==> config.mk <==
export PLATFORM = sky130hd
export DESIGN_NAME = crps_trapezoid_accumulator
export DESIGN_NICKNAME = d
export VERILOG_FILES = /design/src/crpsta_pkg.sv /design/src/crps_trapezoid_accumulator.sv
export SDC_FILE = /design/constraint.sdc
export NUM_CORES = 2
export LEC_CHECK = 0
export BUFFER_PORTS_ARGS = -buffer_cell sky130_fd_sc_hd__buf_2
export CAP_MARGIN = 20
export CORE_AREA = 2 2 380 382
export DETAILED_ROUTE_END_ITERATION = 8
export DIE_AREA = 0 0 382 384
export SETUP_SLACK_MARGIN = 0.2
export SLEW_MARGIN = 20
export SYNTH_ARGS = -nofsm -noshare
export SYNTH_HDL_FRONTEND = slang
export SYNTH_SLANG_ARGS = --single-unit
==> constraint.sdc <==
create_clock -name clk -period 14.3 [get_ports clk]
set_input_delay 2.86 -clock clk [delete_from_list [all_inputs] [get_ports clk]]
set_output_delay 2.86 -clock clk [all_outputs]
set_load 0.1 [all_outputs]
==> src/crpsta_pkg.sv <==
// Shared widths, types and helpers for the trapezoid CRPS accumulator.
// Used by crps_trapezoid_accumulator and its checker; depends on nothing.
package crpsta_pkg;

	localparam int VALUE_W    = 32;
	localparam int PROB_FRAC  = 16;
	localparam int PROB_W     = PROB_FRAC + 1;
	localparam int WID_W      = VALUE_W + 1;
	localparam int SCORE_W    = VALUE_W - 1;
	localparam int ACC_W      = 64;

	// Shared multiplier: wide enough for a probability square in one pass.
	localparam int MUL_W      = PROB_FRAC + 2;
	// Doubled height (a*a + b*b) never needs more than two multiplier chunks.
	localparam int H2_W       = 2 * PROB_FRAC + 2;
	localparam int H2_CHUNKS  = 2;
	localparam int MAG_CHUNKS = (WID_W + MUL_W - 1) / MUL_W;
	localparam int MC_W       = (MAG_CHUNKS > 1) ? $clog2(MAG_CHUNKS) : 1;
	localparam int PROD_W     = (MAG_CHUNKS + H2_CHUNKS) * MUL_W;
	localparam int TERM_SHIFT = 2 * PROB_FRAC + 1;
	localparam int RND_W      = PROD_W - TERM_SHIFT;

	typedef logic [PROB_W-1:0]         prob_t;
	typedef logic signed [VALUE_W-1:0] value_t;
	typedef logic signed [WID_W-1:0]   width_t;
	typedef logic signed [ACC_W-1:0]   acc_t;

	// One bin term: width times doubled height, height from a (and b if cont).
	typedef struct packed {
		width_t w;
		prob_t  a;
		prob_t  b;
		logic   cont;
	} term_t;

	localparam prob_t P_ONE = {1'b1, {PROB_FRAC{1'b0}}};
	localparam acc_t  ACC_LIM = {2'b01, {(ACC_W-2){1'b0}}};
	localparam logic [SCORE_W-1:0] SCORE_MAX = '1;

	function automatic prob_t clamp_prob(prob_t v);
		return (v > P_ONE) ? P_ONE : v;
	endfunction

endpackage

==> src/crps_trapezoid_accumulator.sv <==
// Top level of the trapezoid CRPS accumulator: sequencer around one shared multiplier.
// Depends on crpsta_pkg.
//
//   channel | direction | handshake            | payload
//   --------+-----------+----------------------+-------------------------------------------
//   in      | sink      | in_valid / in_stall  | grid_quantile grid_prob prob_missing
//           |           |                      | observation obs_cdf first_point last_point
//   out     | source    | out_valid/ out_stall | score saturated
//   cfg     | sink      | cfg_wr_en            | cfg_wr_data (continuous_mode)
//
// Per item: S_SETUP; per bin term (a split bin gives two) S_SQA, S_SQB in continuous
// mode only, S_MUL, S_RND, S_ACC; then S_TAIL, and for the last point S_ACC, S_DONE.
// The single MUL_W x MUL_W multiplier does one square (two in continuous mode) and
// four partial products per bin term. Reset is asynchronous, active low, and leaves
// continuous mode on with control state zero. A stalled result sits in the output
// register; the next item is still taken and waits only in S_DONE.
module crps_trapezoid_accumulator
	import crpsta_pkg::*;
(
	input  logic               clk,
	input  logic               arst_n,
	input  logic               cfg_wr_en,
	input  logic               cfg_wr_data,
	input  logic               in_valid,
	output logic               in_stall,
	input  logic [VALUE_W-1:0] grid_quantile,
	input  logic [PROB_W-1:0]  grid_prob,
	input  logic               prob_missing,
	input  logic [VALUE_W-1:0] observation,
	input  logic [PROB_W-1:0]  obs_cdf,
	input  logic               first_point,
	input  logic               last_point,
	output logic               out_valid,
	input  logic               out_stall,
	output logic [SCORE_W-1:0] score,
	output logic               saturated
);

	localparam logic [3:0] S_IDLE  = 4'd0;
	localparam logic [3:0] S_SETUP = 4'd1;
	localparam logic [3:0] S_SQA   = 4'd2;
	localparam logic [3:0] S_SQB   = 4'd3;
	localparam logic [3:0] S_MUL   = 4'd4;
	localparam logic [3:0] S_RND   = 4'd5;
	localparam logic [3:0] S_ACC   = 4'd6;
	localparam logic [3:0] S_TAIL  = 4'd7;
	localparam logic [3:0] S_DONE  = 4'd8;

	logic [3:0]      state_q;
	logic            cont_mode_q;
	value_t          prev_quantile_q;
	prob_t           prev_prob_q;
	value_t          first_quantile_q;
	acc_t            sum_q;
	logic            nxt_valid_q;
	logic            in_tail_q;
	logic [MC_W-1:0] mc_q;
	logic            hc_q;
	logic            out_valid_q;

	value_t          q_q;
	prob_t           p_q;
	logic            miss_q;
	value_t          x_q;
	prob_t           px_q;
	logic            first_q;
	logic            last_q;
	term_t           cur_q;
	term_t           nxt_q;
	logic [H2_W-1:0] h2_q;
	logic [WID_W-1:0] mag_q;
	logic            neg_q;
	logic [PROD_W-1:0] prod_q;
	acc_t            t_q;
	logic [SCORE_W-1:0] score_q;
	logic            sat_q;

	logic            in_acc;
	logic            out_free;

	// Bin terms formed from the captured item and the previous point.
	width_t          w_q_lo;
	width_t          w_x_lo;
	width_t          w_q_x;
	term_t           t0;
	term_t           t1;
	logic            two_terms;
	logic            has_bin;

	logic [MUL_W-1:0]            mul_a;
	logic [MUL_W-1:0]            mul_b;
	logic [2*MUL_W-1:0]          mul_p;
	logic [MAG_CHUNKS*MUL_W-1:0] mag_pad;
	logic [H2_CHUNKS*MUL_W-1:0]  h2_pad;
	logic [PROD_W-1:0]           pp_shift;
	logic [PROD_W-1:0]           rnd_sum;
	logic [RND_W-1:0]            rnd_val;
	acc_t                        rnd_ext;
	logic signed [ACC_W:0]       acc_sum;
	acc_t                        acc_next;
	width_t                      tail_amt;
	logic                        sum_big;

	assign in_acc   = in_valid && !in_stall;
	assign in_stall = (state_q != S_IDLE);
	assign out_free = !out_valid_q || !out_stall;

	always_comb begin
		w_q_lo    = WID_W'(q_q) - WID_W'(prev_quantile_q);
		w_x_lo    = WID_W'(x_q) - WID_W'(prev_quantile_q);
		w_q_x     = WID_W'(q_q) - WID_W'(x_q);
		has_bin   = !first_q && !miss_q;
		two_terms = 1'b0;
		t1        = '{w: w_q_x, a: P_ONE - px_q, b: '0, cont: 1'b0};
		if (q_q <= x_q) begin
			t0 = '{w: w_q_lo, a: prev_prob_q, b: p_q, cont: cont_mode_q};
		end else if (prev_quantile_q >= x_q) begin
			t0 = '{w: w_q_lo, a: P_ONE - prev_prob_q, b: P_ONE - p_q, cont: cont_mode_q};
		end else begin
			// The observation lies inside the bin: split it there.
			t0        = '{w: w_x_lo, a: prev_prob_q, b: px_q, cont: cont_mode_q};
			two_terms = 1'b1;
			if (cont_mode_q) begin
				t1 = '{w: w_q_x, a: P_ONE - p_q, b: P_ONE - px_q, cont: 1'b1};
			end
		end
	end

	always_comb begin
		mag_pad = (MAG_CHUNKS*MUL_W)'(mag_q);
		h2_pad  = (H2_CHUNKS*MUL_W)'(h2_q);
		case (state_q)
			S_SQA: begin
				mul_a = MUL_W'(cur_q.a);
				mul_b = MUL_W'(cur_q.a);
			end
			S_SQB: begin
				mul_a = MUL_W'(cur_q.b);
				mul_b = MUL_W'(cur_q.b);
			end
			S_MUL: begin
				mul_a = mag_pad[int'(mc_q)*MUL_W +: MUL_W];
				mul_b = h2_pad[int'(hc_q)*MUL_W +: MUL_W];
			end
			default: begin
				mul_a = '0;
				mul_b = '0;
			end
		endcase
		mul_p    = mul_a * mul_b;
		pp_shift = PROD_W'(mul_p) << ((int'(mc_q) + int'(hc_q)) * MUL_W);
	end

	always_comb begin
		rnd_sum = prod_q + (PROD_W'(1) << (TERM_SHIFT - 1));
		rnd_val = rnd_sum[PROD_W-1:TERM_SHIFT];
		rnd_ext = acc_t'(rnd_val);
		acc_sum = {sum_q[ACC_W-1], sum_q} + {t_q[ACC_W-1], t_q};
		if (acc_sum > (ACC_W+1)'(ACC_LIM)) begin
			acc_next = ACC_LIM;
		end else if (acc_sum < -((ACC_W+1)'(ACC_LIM))) begin
			acc_next = -ACC_LIM;
		end else begin
			acc_next = acc_sum[ACC_W-1:0];
		end
		if (x_q < first_quantile_q) begin
			tail_amt = WID_W'(first_quantile_q) - WID_W'(x_q);
		end else if (x_q > q_q) begin
			tail_amt = WID_W'(x_q) - WID_W'(q_q);
		end else begin
			tail_amt = '0;
		end
		sum_big = !sum_q[ACC_W-1] && (|sum_q[ACC_W-2:SCORE_W]);
	end

	// Control and architectural state.
	always_ff @(posedge clk or negedge arst_n) begin
		if (!arst_n) begin
			state_q          <= S_IDLE;
			cont_mode_q      <= 1'b1;
			prev_quantile_q  <= '0;
			prev_prob_q      <= '0;
			first_quantile_q <= '0;
			sum_q            <= '0;
			nxt_valid_q      <= 1'b0;
			in_tail_q        <= 1'b0;
			mc_q             <= '0;
			hc_q             <= 1'b0;
			out_valid_q      <= 1'b0;
		end else begin
			if (cfg_wr_en) begin
				cont_mode_q <= cfg_wr_data;
			end
			if (out_valid_q && !out_stall) begin
				out_valid_q <= 1'b0;
			end
			case (state_q)
				S_IDLE: begin
					if (in_acc) begin
						state_q <= S_SETUP;
					end
				end
				S_SETUP: begin
					prev_quantile_q <= q_q;
					prev_prob_q     <= p_q;
					if (first_q) begin
						first_quantile_q <= q_q;
						sum_q            <= '0;
					end
					nxt_valid_q <= has_bin && two_terms;
					in_tail_q   <= 1'b0;
					state_q     <= has_bin ? S_SQA : S_TAIL;
				end
				S_SQA: begin
					mc_q    <= '0;
					hc_q    <= 1'b0;
					state_q <= cur_q.cont ? S_SQB : S_MUL;
				end
				S_SQB: begin
					state_q <= S_MUL;
				end
				S_MUL: begin
					hc_q <= ~hc_q;
					if (hc_q) begin
						if (mc_q == MC_W'(MAG_CHUNKS - 1)) begin
							state_q <= S_RND;
						end else begin
							mc_q <= mc_q + 1'b1;
						end
					end
				end
				S_RND: begin
					state_q <= S_ACC;
				end
				S_ACC: begin
					sum_q <= acc_next;
					if (nxt_valid_q) begin
						nxt_valid_q <= 1'b0;
						state_q     <= S_SQA;
					end else if (in_tail_q) begin
						state_q <= S_DONE;
					end else begin
						state_q <= S_TAIL;
					end
				end
				S_TAIL: begin
					if (last_q) begin
						in_tail_q <= 1'b1;
						state_q   <= S_ACC;
					end else begin
						state_q <= S_IDLE;
					end
				end
				S_DONE: begin
					if (out_free) begin
						out_valid_q <= 1'b1;
						state_q     <= S_IDLE;
					end
				end
				default: begin
					state_q <= S_IDLE;
				end
			endcase
		end
	end

	// Datapath registers.
	always_ff @(posedge clk) begin
		if (in_acc) begin
			q_q     <= value_t'(grid_quantile);
			p_q     <= clamp_prob(grid_prob);
			miss_q  <= prob_missing;
			x_q     <= value_t'(observation);
			px_q    <= clamp_prob(obs_cdf);
			first_q <= first_point;
			last_q  <= last_point;
		end
		case (state_q)
			S_SETUP: begin
				cur_q <= t0;
				nxt_q <= t1;
			end
			S_SQA: begin
				h2_q   <= cur_q.cont ? H2_W'(mul_p) : (H2_W'(mul_p) << 1);
				neg_q  <= cur_q.w[WID_W-1];
				mag_q  <= cur_q.w[WID_W-1] ? WID_W'(-cur_q.w) : WID_W'(cur_q.w);
				prod_q <= '0;
			end
			S_SQB: begin
				h2_q <= h2_q + H2_W'(mul_p);
			end
			S_MUL: begin
				prod_q <= prod_q + pp_shift;
			end
			S_RND: begin
				t_q <= neg_q ? -rnd_ext : rnd_ext;
			end
			S_ACC: begin
				if (nxt_valid_q) begin
					cur_q <= nxt_q;
				end
			end
			S_TAIL: begin
				t_q <= acc_t'(tail_amt);
			end
			S_DONE: begin
				if (out_free) begin
					if (sum_q[ACC_W-1]) begin
						score_q <= '0;
						sat_q   <= 1'b1;
					end else if (sum_big) begin
						score_q <= SCORE_MAX;
						sat_q   <= 1'b1;
					end else begin
						score_q <= sum_q[SCORE_W-1:0];
						sat_q   <= 1'b0;
					end
				end
			end
			default: begin
			end
		endcase
	end

	assign out_valid = out_valid_q;
	assign score     = score_q;
	assign saturated = sat_q;

endmodule

==> impl_metrics.yaml <==
floorplanning:
  die_area_um2: 146700
  die_h_um: 384
  core_area_um2: 142800
  fp.dieW_um: 382
  initial_core_util_pct: 39.74
  row_count: 139
  ios: 141
sta:
  setup_ws_ns: 1.396
  fin_setup_tns_ns: 0
  relSlewSlack_pct: 10.50
  setup_viol: 0
  finalCritPeriodShare_pct: 90.24
  rsz0062_at_grt: "false"
  tightest_slew_ns: 1.309
  fmax_ghz: 0.07749
  whs_ns: 0.4516
  finalHoldViolCount: 0
  finClkSkew_ns: 0.05654
  drv_slew: 0
  fin_crit_ns: 12.90
synthesis:
  syn_nets: 7169
  seq_area_frac_synth_pct: 31.87
  yosysWarnings: 0
  synthXorXnorAreaFrac_pct: 6.892
  yosysUniqueCellTypes: 101
  synth_seq_cells: 628
  yosys-top-cells-count: "nand2_1, nor2_1, inv_1"
  synth_area_um2: 56750
  syn_avg_cell_area_um2: 8.938
  synth_area_leaders: "edfxtp_1, ha_1, fa_1, dfrtp_1, nand2_1"
  synth_fa_ha_area_share_pct: 19.21
  synth_top_family_by_area: "adder cells"
  yosysTopAreaCell: "edfxtp_1"
  ys_async_sr_fraction_pct: 24.68
  synth_cells: 6349
  synth.most_common_cell: "nand2_1"
  synthMuxAreaShare_pct: 1.674
  synth-compound-area-share_pct: 18.66
  synth_edf_count: 473
  synth-main-ff-cell: "edfxtp_1"
  yosysTopAreaCellShare_pct: 25.03
  synth_simple_gate_area_share_pct: 16.17
status:
  outcome: "complete, no violations"
placed_design:
  dp_hpwl_mm: 145.8
  place_congestion: 1.000
  place_ws_ns: 1.611
  port_buffers: 140
  placed_area_um2: 59460
clocking:
  cts_buffers: 78
  clock_path_buffers: 3
  cts.sinks: 628
  htreeDepth: 3
  cts_tree: "built"
  cts_resized: 0
  hold_buffers: 0
  clk_pin_slew_ns: 0.06
  cts_setup_buffers: 0
  root_buffer: "clkbuf_16"
  clk_latency_ns: 0.74
worst_setup_path:
  path_class: "flip-flop to flip-flop"
  worst_ep_arrival_time_ns: 13.31
  crit_path_end_kind: "flip-flop"
  max_stage_delay_ns: 0.70
  crit_fanout: 15
  path_delay_family: "compound AO/OA/AOI/OAI gates"
  critPathSlowestCell: "o21a_1"
  reg2reg_slack_ns: 1.40
  cp.required_ns: 14.70
  crit_top_cell: "fa_1"
  cp.buffers_inverters: 5
  cp-start-kind: "flip-flop"
grt:
  grt-ovfl-total: 0
  antenna_found_initial: 4
  grt_max_degree: 103
  grt_pass1_wl_mm: 283.7
  grtUsageTotal_pct: 25.01
  grt_pass1_vias: 46040
worst_hold_path:
  hold_class: "flip-flop to flip-flop"
drt:
  final_antenna_net_count: 0
  drc: 0
  drtIter0Drc: 4262
  wire_per_inst_um: 22.37
  wirelength_mm: 186.6
  drt-pass1-iter-count: 6
  drt-vias-per-instance: 5.717
  vias: 47680
final_layout:
  finish.net_count: 7191
  syn2layout_area_growth_pct: 9.465
  fin_area_um2: 62120
  drive_gt1_share_pct: 7.040
  fillCellCount: 13970
job:
  maxCapViolCount: 0
[layout make-up]
class	count	area [um2]	share of cell area, %
sequential	628	18080	29.11
multi-input combinational	4897	35660	57.40
clock buffer	108	2155	3.468
antenna	1	2.502	0.004028
timing repair buffer	207	1252	2.016
tap	1903	2381	3.833
clock inverter	36	486.7	0.7835
inverter	559	2101	3.382
[per-stage QoR]
step,utilization [%],instances
floorplan,-,6349
global placement,41.60,8192
detailed placement,41.64,8194
CTS,43.49,8338
global route,43.50,8338
finish,43.50,8339
[cells in the final DEF (no fill, tap or decap), types with 59 or more instances in the layout]
master     netlist  final
nand2_1        643    641
nor2_1         611    609
inv_1          556    555
edfxtp_1       473    473
ha_1           449    449
a21oi_1        447    444
o21ai_0        425    423
xnor2_1        274    273
fa_1           264    264
a21o_1         179    178
xor2_1         170    170
dfrtp_1        154    154
buf_2           17    139
nor3_1         110    110
nand3_1        100    100
nor2b_1         93     93
clkbuf_16        0     78
buf_4            1     65
and3_1          65     64
o21a_1          63     63
nand4_1         63     63
and2_1          63     62
a32o_1          59     59
[logic make-up (layout without fill, tap and decap cells)]
logic type                 count (synthesis)  count (layout)
and+or+nand+nor                         1979            1979
AOI/OAI and AO/OA                       1670            1670
buffers and inverters                    824             910
adders and majority gates                713             713
DFF                                      628             628
xor gates and xnor gates                 445             445
muxes                                     90              90
other                                      0               1
[worst paths after layout]
check,startpoint,endpoint,cells after the start
worst max-delay path,state_q[3]$_DFFE_PN0P_,prod_q[69]$_SDFFCE_PP0P_,40
worst min-delay path,cur_q[35]$_DFFE_PP_,mag_q[0]$_DFFE_PN_,0
worst max register to register,state_q[3]$_DFFE_PN0P_,prod_q[69]$_SDFFCE_PP0P_,40
worst min register to register,cur_q[35]$_DFFE_PP_,mag_q[0]$_DFFE_PN_,0
max in group asynchronous,arst_n,prev_prob_q[12]$_DFFE_PN0P_,2
min in group asynchronous,arst_n,sum_q[0]$_DFFE_PN0P_,1
[registers in the layout, indices dropped and copies added, names as in the netlist, 33 cells and up]
register	count
prod_q	72
mag_q	33
t_q	64
nxt_q	68
sum_q	64
cur_q	68
h2_q	34
[routing by layer]
metal	global-route usage, %	vias to the layer above	part of all wire [%]
met3	4.240	300	7.1
met2	38.11	1647	43
met4	8.260	0	3.6
li1	-	22410	-
met1	35.91	23320	46
met5	0	-	0
Power is not shown: default switching activity piles up to over one toggle a cycle in this logic, so the estimate is an artifact.
